<file path="src/rtl/murmur3_pkg.sv">
// ----------------------------------------------------------------------------
// murmur3_pkg
// Shared constants, command/status types for the MurmurHash3 x86_32 engine.
// ----------------------------------------------------------------------------
package murmur3_pkg;

    localparam logic [31:0] MIX_C1   = 32'hcc9e2d51;
    localparam logic [31:0] MIX_C2   = 32'h1b873593;
    localparam logic [31:0] FOLD_ADD = 32'he6546b64;
    localparam logic [31:0] FMIX_C1  = 32'h85ebca6b;
    localparam logic [31:0] FMIX_C2  = 32'hc2b2ae35;
    localparam int unsigned ROT_BLOCK = 15;
    localparam int unsigned ROT_HASH  = 13;

    localparam logic [2:0] FULL_BYTES = 3'd4;

    typedef enum logic [2:0] {
        OP_NOP  = 3'd0,
        OP_LOAD = 3'd1,
        OP_MUL1 = 3'd2,
        OP_MUL2 = 3'd3,
        OP_FOLD = 3'd4,
        OP_FIN1 = 3'd5,
        OP_FIN2 = 3'd6,
        OP_FIN3 = 3'd7
    } dp_op_t;

    typedef struct packed {
        dp_op_t op;
    } dp_cmd_t;

    typedef struct packed {
        logic last;
    } dp_status_t;

endpackage

</file>
<file path="src/rtl/murmur3_dpath.sv">
// ----------------------------------------------------------------------------
// murmur3_dpath
// Hash datapath: seed register, beat capture, one shared 32x32 multiplier,
// running hash, byte length and the result register.
// ----------------------------------------------------------------------------
module murmur3_dpath (
    input  logic                    clk,
    input  logic                    rst_n,
    input  logic                    cfg_we,
    input  logic [31:0]             cfg_wdata,
    input  logic [31:0]             data_word,
    input  logic [2:0]              byte_count,
    input  logic                    last,
    input  murmur3_pkg::dp_cmd_t    cmd,
    output murmur3_pkg::dp_status_t status,
    output logic [31:0]             hash
);

    logic [31:0] seed_reg;
    logic [31:0] word_reg, word_next;
    logic [31:0] k_reg;
    logic [31:0] h_reg, h_next;
    logic [31:0] len_reg, len_next;
    logic [31:0] hash_reg;
    logic        last_reg;
    logic        full_reg, full_next;
    logic        none_reg, none_next;
    logic        at_start_reg;

    logic [2:0]  cnt_sat;
    logic [2:0]  cnt_eff;
    logic [31:0] mask;
    logic [31:0] h_base;
    logic [31:0] len_base;
    logic [31:0] mul_a, mul_b, mul_p;
    logic [31:0] k_rot;
    logic [31:0] fold_x, fold_r;
    logic [31:0] fin_t0, fin_t1, fin_t2;

    // Beat decode: count saturates at four, non-final beats always count four.
    always_comb
    begin
        cnt_sat  = (byte_count > murmur3_pkg::FULL_BYTES) ? murmur3_pkg::FULL_BYTES
                                                          : byte_count;
        cnt_eff  = last ? cnt_sat : murmur3_pkg::FULL_BYTES;
        case (cnt_eff)
            3'd0:    mask = 32'h0000_0000;
            3'd1:    mask = 32'h0000_00ff;
            3'd2:    mask = 32'h0000_ffff;
            3'd3:    mask = 32'h00ff_ffff;
            default: mask = 32'hffff_ffff;
        endcase
        word_next = data_word & mask;
        full_next = (cnt_eff == murmur3_pkg::FULL_BYTES);
        none_next = (cnt_eff == 3'd0);
        h_base    = at_start_reg ? seed_reg : h_reg;
        len_base  = at_start_reg ? 32'd0 : len_reg;
        len_next  = len_base + {29'd0, cnt_eff};
    end

    assign k_rot  = {k_reg[31-murmur3_pkg::ROT_BLOCK:0],
                     k_reg[31:32-murmur3_pkg::ROT_BLOCK]};
    assign fold_x = h_reg ^ k_reg;
    assign fold_r = {fold_x[31-murmur3_pkg::ROT_HASH:0],
                     fold_x[31:32-murmur3_pkg::ROT_HASH]};
    assign fin_t0 = h_reg ^ len_reg;
    assign fin_t1 = fin_t0 ^ (fin_t0 >> 16);
    assign fin_t2 = h_reg ^ (h_reg >> 13);

    // Single shared multiplier, low 32 bits of the product.
    always_comb
    begin
        unique case (cmd.op)
            murmur3_pkg::OP_MUL1:
            begin
                mul_a = word_reg;
                mul_b = murmur3_pkg::MIX_C1;
            end
            murmur3_pkg::OP_MUL2:
            begin
                mul_a = k_rot;
                mul_b = murmur3_pkg::MIX_C2;
            end
            murmur3_pkg::OP_FIN1:
            begin
                mul_a = fin_t1;
                mul_b = murmur3_pkg::FMIX_C1;
            end
            default:
            begin
                mul_a = fin_t2;
                mul_b = murmur3_pkg::FMIX_C2;
            end
        endcase
    end

    assign mul_p = mul_a * mul_b;

    always_comb
    begin
        h_next = h_reg;
        unique case (cmd.op)
            murmur3_pkg::OP_LOAD: h_next = h_base;
            murmur3_pkg::OP_FOLD:
            begin
                if (full_reg)
                    h_next = (fold_r << 2) + fold_r + murmur3_pkg::FOLD_ADD;
                else if (!none_reg)
                    h_next = fold_x;
            end
            murmur3_pkg::OP_FIN1: h_next = mul_p;
            murmur3_pkg::OP_FIN2: h_next = mul_p;
            default:              h_next = h_reg;
        endcase
    end

    always_ff @(posedge clk or negedge rst_n)
    begin
        if (!rst_n)
        begin
            seed_reg     <= 32'd0;
            at_start_reg <= 1'b1;
        end
        else
        begin
            if (cfg_we)
                seed_reg <= cfg_wdata;
            if (cmd.op == murmur3_pkg::OP_LOAD)
                at_start_reg <= last;
        end
    end

    always_ff @(posedge clk)
    begin
        h_reg <= h_next;
        if (cmd.op == murmur3_pkg::OP_LOAD)
        begin
            word_reg <= word_next;
            len_reg  <= len_next;
            last_reg <= last;
            full_reg <= full_next;
            none_reg <= none_next;
        end
        if (cmd.op == murmur3_pkg::OP_MUL1 || cmd.op == murmur3_pkg::OP_MUL2)
            k_reg <= mul_p;
        if (cmd.op == murmur3_pkg::OP_FIN3)
            hash_reg <= h_reg ^ (h_reg >> 16);
    end

    assign status.last = last_reg;
    assign hash        = hash_reg;

endmodule

</file>
<file path="src/rtl/murmur3_ctrl.sv">
// ----------------------------------------------------------------------------
// murmur3_ctrl
// Sequencer for the hash datapath: steps each beat through the block mix,
// the fold and, on the final beat, the finalizer; owns the output valid.
// ----------------------------------------------------------------------------
module murmur3_ctrl (
    input  logic                    clk,
    input  logic                    rst_n,
    input  logic                    in_valid,
    output logic                    in_ready,
    output logic                    out_valid,
    input  logic                    out_ready,
    input  murmur3_pkg::dp_status_t status,
    output murmur3_pkg::dp_cmd_t    cmd
);

    typedef enum logic [6:0] {
        S_IDLE = 7'b0000001,
        S_MUL1 = 7'b0000010,
        S_MUL2 = 7'b0000100,
        S_FOLD = 7'b0001000,
        S_FIN1 = 7'b0010000,
        S_FIN2 = 7'b0100000,
        S_FIN3 = 7'b1000000
    } state_t;

    state_t state_reg, state_next;
    logic   out_valid_reg, out_valid_next;
    logic   slot_free;

    // Result slot frees up in the same cycle it is taken.
    assign slot_free = !out_valid_reg || out_ready;

    always_comb
    begin
        state_next     = state_reg;
        out_valid_next = out_valid_reg && !out_ready;
        cmd.op         = murmur3_pkg::OP_NOP;
        unique case (state_reg)
            S_IDLE:
            begin
                if (in_valid)
                begin
                    cmd.op     = murmur3_pkg::OP_LOAD;
                    state_next = S_MUL1;
                end
            end
            S_MUL1:
            begin
                cmd.op     = murmur3_pkg::OP_MUL1;
                state_next = S_MUL2;
            end
            S_MUL2:
            begin
                cmd.op     = murmur3_pkg::OP_MUL2;
                state_next = S_FOLD;
            end
            S_FOLD:
            begin
                cmd.op     = murmur3_pkg::OP_FOLD;
                state_next = status.last ? S_FIN1 : S_IDLE;
            end
            S_FIN1:
            begin
                cmd.op     = murmur3_pkg::OP_FIN1;
                state_next = S_FIN2;
            end
            S_FIN2:
            begin
                cmd.op     = murmur3_pkg::OP_FIN2;
                state_next = S_FIN3;
            end
            S_FIN3:
            begin
                if (slot_free)
                begin
                    cmd.op         = murmur3_pkg::OP_FIN3;
                    out_valid_next = 1'b1;
                    state_next     = S_IDLE;
                end
            end
            default:
            begin
                state_next = S_IDLE;
            end
        endcase
    end

    always_ff @(posedge clk or negedge rst_n)
    begin
        if (!rst_n)
        begin
            state_reg     <= S_IDLE;
            out_valid_reg <= 1'b0;
        end
        else
        begin
            state_reg     <= state_next;
            out_valid_reg <= out_valid_next;
        end
    end

    assign in_ready  = (state_reg == S_IDLE);
    assign out_valid = out_valid_reg;

    a_busy_after_accept: assert property (@(posedge clk) disable iff (!rst_n)
        (in_valid && in_ready) |=> !in_ready)
        else $error("accepted a beat but sequencer stayed idle");

    a_body_returns_idle: assert property (@(posedge clk) disable iff (!rst_n)
        (state_reg == S_FOLD && !status.last) |=> (state_reg == S_IDLE && !$rose(out_valid)))
        else $error("body beat did not return to idle cleanly");

    a_fin_loads_result: assert property (@(posedge clk) disable iff (!rst_n)
        (state_reg == S_FIN3 && !out_valid_reg) |=> (out_valid && state_reg == S_IDLE))
        else $error("finalizer did not present result into free slot");

    a_stall_holds_fin: assert property (@(posedge clk) disable iff (!rst_n)
        (state_reg == S_FIN3 && out_valid_reg && !out_ready) |=> state_reg == S_FIN3)
        else $error("result overwritten while receiver stalled");

endmodule

</file>
<file path="src/rtl/murmur3_32_hash_engine.sv">
// ----------------------------------------------------------------------------
// murmur3_32_hash_engine
// MurmurHash3 x86_32 over a stream of little-endian 32-bit message words.
// ----------------------------------------------------------------------------
// Usage:
//   Input channel (in_valid/in_ready): one beat per message word, data_word
//   with its first byte in bits 7:0. Beats with last=0 are full blocks;
//   the beat with last=1 carries byte_count bytes (0..4, 5..7 act as 4).
//   Output channel (out_valid/out_ready): one hash beat per message.
//   Config: cfg_we/cfg_wdata writes the seed, sampled at a message's
//   first beat; write it only while the engine is idle.
//   Sequencing: each beat steps through load, multiply by c1, multiply by
//   c2 on the shared multiplier, then the fold step, and in_ready stays
//   low until the sequencer is idle again. A final beat adds two more
//   multiplier passes for fmix32 plus the result load.
//   Hash and out_valid are registered together in the last finalizer step.
//   A finished hash sits in its own output register, so the next message
//   can start while it waits; if a second hash is ready before the first
//   is taken, the engine holds in the last finalizer step.
//   Reset: seed clears to zero, the engine idles and out_valid drops.
// ----------------------------------------------------------------------------
module murmur3_32_hash_engine (
    input  logic        clk,
    input  logic        rst_n,
    input  logic        cfg_we,
    input  logic [31:0] cfg_wdata,
    input  logic        in_valid,
    output logic        in_ready,
    input  logic [31:0] data_word,
    input  logic [2:0]  byte_count,
    input  logic        last,
    output logic        out_valid,
    input  logic        out_ready,
    output logic [31:0] hash
);

    murmur3_pkg::dp_cmd_t    cmd;
    murmur3_pkg::dp_status_t status;

    murmur3_ctrl u_ctrl (
        .clk       (clk),
        .rst_n     (rst_n),
        .in_valid  (in_valid),
        .in_ready  (in_ready),
        .out_valid (out_valid),
        .out_ready (out_ready),
        .status    (status),
        .cmd       (cmd)
    );

    murmur3_dpath u_dpath (
        .clk        (clk),
        .rst_n      (rst_n),
        .cfg_we     (cfg_we),
        .cfg_wdata  (cfg_wdata),
        .data_word  (data_word),
        .byte_count (byte_count),
        .last       (last),
        .cmd        (cmd),
        .status     (status),
        .hash       (hash)
    );

endmodule

</file>
<file path="config.mk">
export PLATFORM = sky130hd
export DESIGN_NAME = murmur3_32_hash_engine
export DESIGN_NICKNAME = d
export VERILOG_FILES = /design/src/rtl/murmur3_pkg.sv /design/src/rtl/murmur3_dpath.sv /design/src/rtl/murmur3_ctrl.sv /design/src/rtl/murmur3_32_hash_engine.sv
export SDC_FILE = /design/constraint.sdc
export NUM_CORES = 2
export LEC_CHECK = 0
export ABC_AREA = 1
export BUFFER_PORTS_ARGS = -buffer_cell sky130_fd_sc_hd__buf_2
export CORE_MARGIN = 2
export CORE_UTILIZATION = 40
export CTS_BUF_LIST = sky130_fd_sc_hd__clkbuf_8
export CTS_CLUSTER_DIAMETER = 50
export CTS_CLUSTER_SIZE = 14
export DETAILED_ROUTE_END_ITERATION = 6
export PLACE_DENSITY = 0.58
export SETUP_SLACK_MARGIN = 0.3
export SYNTH_ARGS = -nofsm -noshare
export SYNTH_HDL_FRONTEND = slang
export SYNTH_SLANG_ARGS = --single-unit
</file>
<file path="constraint.sdc">
create_clock -name clk -period 10.73 [get_ports clk]
set_clock_uncertainty 0.2 [all_clocks]
set_input_delay 1.6095 -clock clk [delete_from_list [all_inputs] [get_ports clk]]
set_output_delay 1.6095 -clock clk [all_outputs]
set_load 0.03 [all_outputs]
</file>
Word level (Yosys, flattened, before mapping):

Index checks and enable logic that the tools add are counted.

* register bits: 204
* logic and storage cells: 74
* input port bits: 73

* $mul: 1
* bitwise gates (word level): 6
* magnitude comparators: 1
* equal/unequal tests: 22
* reductions and logical operators: 10
* mux-type cells: 19
* add/subtract/negate cells: 3

Operators with widths (count)
* 32-bit one-hot mux with 3 select lines: 3
* 32-bit two-way mux: 4
* 32-bit one-hot mux with 4 select lines: 1
* 32-bit by 16-bit XOR with 32-bit output: 2
* 32-bit XOR: 2
* 7-bit one-hot mux with 7 select lines: 1
* 32-bit by 3-bit adder with 32-bit output: 1
* 32-bit adder: 1
* 32-bit adder, second input constant: 1
* 32-bit bitwise AND: 1
* 32-bit by 32-bit multiplier with 32-bit output: 1
* 32-bit by 19-bit XOR with 32-bit output: 1
* 3-bit one-hot mux with 7 select lines: 1
* 3-bit equality test, second input constant: 5
* 7-bit two-way mux: 2
* 3-bit by 2-bit equality test with 1-bit output, second input constant: 4
* 3-bit two-way mux: 3
* 7-bit by 1-bit equality test with 1-bit output, second input constant: 1
* 7-bit by 2-bit equality test with 1-bit output, second input constant: 1
* 7-bit by 3-bit equality test with 1-bit output, second input constant: 1
* 7-bit by 4-bit equality test with 1-bit output, second input constant: 1
* 7-bit by 5-bit equality test with 1-bit output, second input constant: 1
* 7-bit by 6-bit equality test with 1-bit output, second input constant: 1
* 7-bit equality test, second input constant: 1
* 15 further kinds: 21

Logic depth before layout (Yosys ltp):

* depth after elaboration: 8
* gate-level depth with buffers: 45

By module:

A second synthesis with hierarchy kept.

* cell total of the unflattened synthesis: 3427
* area, all modules: 28264.6 µm²

Modules (own cells, without submodules)
* murmur3_dpath: area an instance 27767.9 µm², cells an instance 3357, instances 1
* murmur3_ctrl: area an instance 496.7 µm², cells an instance 70, instances 1

Worst setup path after synthesis:

No wires, ideal clock.

* path kind: register -> register
* start: reg u_ctrl.state_reg[3]
* end: reg u_dpath.h_reg[31] (data pin)
* library setup time: 0.262 ns
* arrival time: 8.059 ns
* stages on the path, launching flop included: 32
* slack: 2.209 ns
* data required time: 10.268 ns
* cells stage by stage: dfrtp_1 inv_1 nand2_2 nor2_8 nand2_4 nand2_2 buf_1 nor2_1 fa_1 fa_1 fa_1 inv_1 fa_1 inv_1 fa_1 inv_1 fa_1 inv_1 fa_1 inv_1 fa_1 inv_1 ha_1 nand2_1 o21ai_0 a21oi_1 o2111ai_1 xor3_1 inv_1 nand3_1 nand3_1 nand3_1

* cells in the longest elaborated chain, start to end: 6
* elaborated cells on any way between the ends: 19
* classes of those cells: 1 x mul; 13 x eq/ne; 4 x mux; 1 x reduce/logical

RTL lines
* start: declaration: line murmur3_ctrl.sv:27 `state_t state_reg, state_next;`
* start signal: assignment: line murmur3_ctrl.sv:98 `state_reg <= state_next;`
* 7-bit equality test, or another cell as far along: line murmur3_ctrl.sv:39 `unique case (state_reg)`
* 3-bit one-hot mux with 7 select lines (*): line murmur3_ctrl.sv:39
* 3-bit equality test or 3-bit by 2-bit equality test with 1-bit output (tied branches): line murmur3_dpath.sv:73, murmur3_dpath.sv:102
* 32-bit one-hot mux with 3 select lines: line murmur3_dpath.sv:73 `unique case (cmd.op)`
* 32-bit by 32-bit multiplier with 32-bit output: line murmur3_dpath.sv:97 `assign mul_p = mul_a * mul_b;`
* 32-bit one-hot mux with 3 select lines (*): line murmur3_dpath.sv:102 `unique case (cmd.op)`
* via u_dpath.h_next[31]: line murmur3_dpath.sv:22 `logic [31:0] h_reg, h_next;`
* end signal: assignment: line murmur3_dpath.sv:135 `h_reg <= h_next;`
* end: declaration: line murmur3_dpath.sv:22

Mark *: on every way through the listed nets, which the timed path passes. The rest lies on a longest branch.
A chain may end at the register's enable or synchronous reset.

Worst setup path after layout:

* start: reg u_ctrl.state_reg[1]
* end: reg u_dpath.h_reg[31] (data pin)

Same word-level chain as after synthesis.

==> flow_summary_export.csv <==
group,metric,value,unit
min_path,hold_path_end,"u_dpath.seed_reg[31]",
worst_setup_path,critPathBufInv,12,
die,start_util,40.3,%
clocking,hold_buffers,0,
logic_synthesis,yosys_warnings,0,
worst_setup_path,critPathTopFamily,"adder cells",
route,via_per_inst,5.17,
worst_setup_path,r2r_start,"u_ctrl.state_reg[1]",
clocking,path_clk_slew,0.10,ns
route,routedWlPerCell,24.1,µm
sta,setup_violations,0,
die,die_w,266,µm
sta,rsz0062_at_grt,"no",
clocking,cts_tree,"built",
cells_and_area,syn2layout_area_growth,8.21,%
sta,tightest_slew,1.09,ns
worst_setup_path,cp_slowest_stage_delay,0.58,ns
clocking,cts_buffers,29,
clocking,cts_num_sinks,204,
die,core-area,68300,µm²
logic_synthesis,syn_area_per_cell,8.55,µm²
place,hpwlAfterDp,88.4,mm
worst_setup_path,startpoint,"u_ctrl.state_reg[1]",
sta,hold_ws,0.323,ns
route,initialDrtViolationCount,2275,
route,drc,0,
route,postRouteAntennaNets,0,
die,die_y,266,µm
logic_synthesis,synth_area,27500,µm²
sta,tns,0,ns
logic_synthesis,synth_compound_gate_area_share,6.07,%
sta,hold_viol,0,
sta,worst_slack,0.991,ns
worst_setup_path,path_max_fanout,21,
run_status,outcome,"finished clean",
logic_synthesis,postSynthCellCount,3220,
route,first_pass_iters,5,
logic_synthesis,synth_edf_count,163,
logic_synthesis,yosysMostFrequentCell,"inv_1",
logic_synthesis,synth-adder-area-share,37.6,%
cells_and_area,nFillCells,6844,
worst_setup_path,cpMostUsedCell,"inv_1",
clocking,h-tree-depth,1,
grt,grt_start_max_net_pins,60,
grt,grt_pass1_vias,22300,
logic_synthesis,synthMuxAreaShare,0.205,%
clocking,post_cts_buffers,0,
min_path,min_from,"u_dpath.seed_reg[31]",
sta,finalCritPeriodShare,90.8,%
grt,track_usage,29.3,%
logic_synthesis,synth_top_area_share,28.8,%
sta,slew_headroom,26.6,%
logic_synthesis,synth_top_family_by_area,"adder cells",
die,fp-row-count,96,
worst_setup_path,worstPathRequired,10.90,ns
flow_run,drv_cap,0,
worst_setup_path,cp.arrival,9.91,ns
grt,antenna_found_initial,2,
min_path,whs_path_depth,1,
logic_synthesis,synth-simple-area-share,15.1,%
worst_setup_path,crit_slowest_cell,"fa_1",
clocking,worst_skew_pair.late_latency,0.70,ns
place,portBuffers,106,
worst_setup_path,rrSetupSlack,0.99,ns
die,die_area,70900,µm²
place,globalplace.congestion,1.08,
logic_synthesis,async_reset_ff_share,20.1,%
worst_setup_path,end_kind,"flop",
sta,max_freq,103,MHz
place,dp_slack,1.15,ns
min_path,min_path_type,"reg -> reg",
logic_synthesis,ys_ff_latch,204,
route,vias,21800,
sta,fin_crit,9.74,ns
logic_synthesis,seq_area_frac_synth,21.5,%
worst_setup_path,critical_path_class,"reg -> reg",
logic_synthesis,synth_common_cells,"inv_1 (916), nand2_1 (524), fa_1 (396), nor2_1 (220), ha_1 (194)",
worst_setup_path,r2r.worst_path.cells,37,
clocking,post_cts_resized,0,
cells_and_area,nets,3984,
logic_synthesis,synthXorXnorAreaFrac,5.65,%
logic_synthesis,synth-main-ff-cell,"edfxtp_1",
clocking,ctsLongestPathBuffers,3,
cells_and_area,drive_gt1_share,8.55,%
grt,overflow,0,
logic_synthesis,synthTopCellsByArea,"fa_1 (29%), edfxtp_1 (18%), inv_1 (12%), ha_1 (8.8%), nand2_1 (7.1%)",
sta,report.final.slew_viol_count,0,
logic_synthesis,yosysTopAreaCell,"fa_1",
die,io_pins,107,
logic_synthesis,syn_nets,3883,
worst_setup_path,start_kind,"flop",
worst_setup_path,reg2reg_to,"u_dpath.h_reg[31]",
route,drt_wl_total,102,mm
logic_synthesis,synth_cell_types,58,
clocking,root_buffer,"clkbuf_8",
grt,grt_pass1_wl,148,mm
## cell families after synthesis
family                   count (synthesis)
AO/OA/AOI/OAI                          287
XOR/XNOR                               176
adder cells (fa/ha/maj)                590
buffers and inverters                  998
flip-flops                             204
multiplexers                             5
AND/OR/NAND/NOR                        960
## through the flow
step	utilization, %	area, µm²	instances
after floorplan	-	27500	3220
after global placement	42.6	29100	4172
after detailed placement	42.6	29100	4172
after CTS	43.6	29800	4226
after global routing	43.6	29800	4227
final	43.6	29800	4227
## worst reg2reg max path, delay by kind of cell, from the launching register on
family	cells	cell delay [ns]
adders and majority gates	9	4.41
and+or+nand+nor	14	2.59
buffers and inverters	12	1.26
DFF	1	0.43
xor gates and xnor gates	1	0.38
AOI/OAI and AO/OA	1	0.14
## area by class of cell
class / instances / area (µm²) / area share, %
Clock buffer: 29 / 399 / 1.34
Inverter: 926 / 3480 / 11.7
Timing Repair Buffer: 142 / 801 / 2.69
Tap cell: 882 / 1100 / 3.70
Clock inverter: 25 / 254 / 0.853
Antenna cell: 1 / 2.50 / 0.00840
Multi-Input combinational cell: 2018 / 17800 / 59.8
Sequential cell: 204 / 5920 / 19.9
## cells in the final DEF, fill, tap and decap left out, types with 17 or more instances in the layout
cell type  netlist  layout
a21oi_1         91      91
buf_2           15     106
buf_4            3      36
clkbuf_8         0      29
dfrtp_1         39      39
edfxtp_1       163     163
fa_1           396     396
ha_1           194     194
inv_1          916     921
nand2_1        524     524
nand2_2         18      18
nand3_1         85      85
nor2_1         220     219
nor4_1          18      17
o211ai_1        17      17
o21ai_0        111     111
o221ai_1        21      21
or2_2           24      24
xnor2_1         69      69
xor2_1         106     106
## worst max path at each step
stage                              endpoint  slack (ns)  depth (start not counted)
after detailed placement  u_dpath.h_reg[31]        1.15                         37
final                     u_dpath.h_reg[31]        0.99                         37
after CTS                 u_dpath.h_reg[31]        1.06                         37
after global routing      u_dpath.h_reg[31]        0.52                         37
after global placement    u_dpath.h_reg[31]        1.18                         33
after floorplan           u_dpath.h_reg[31]        2.21                         31
## metal layers
metal / GRT usage [%] / share of wire [%]
met1: 39.5 / 41
met5: 0 / 0
met3: 4.97 / 8.5
met4: 14.0 / 5.8
met2: 45.9 / 45
Power is left out: the tool's default activity adds up to more than one toggle a clock period on the data nets, which glitch-free logic cannot reach.
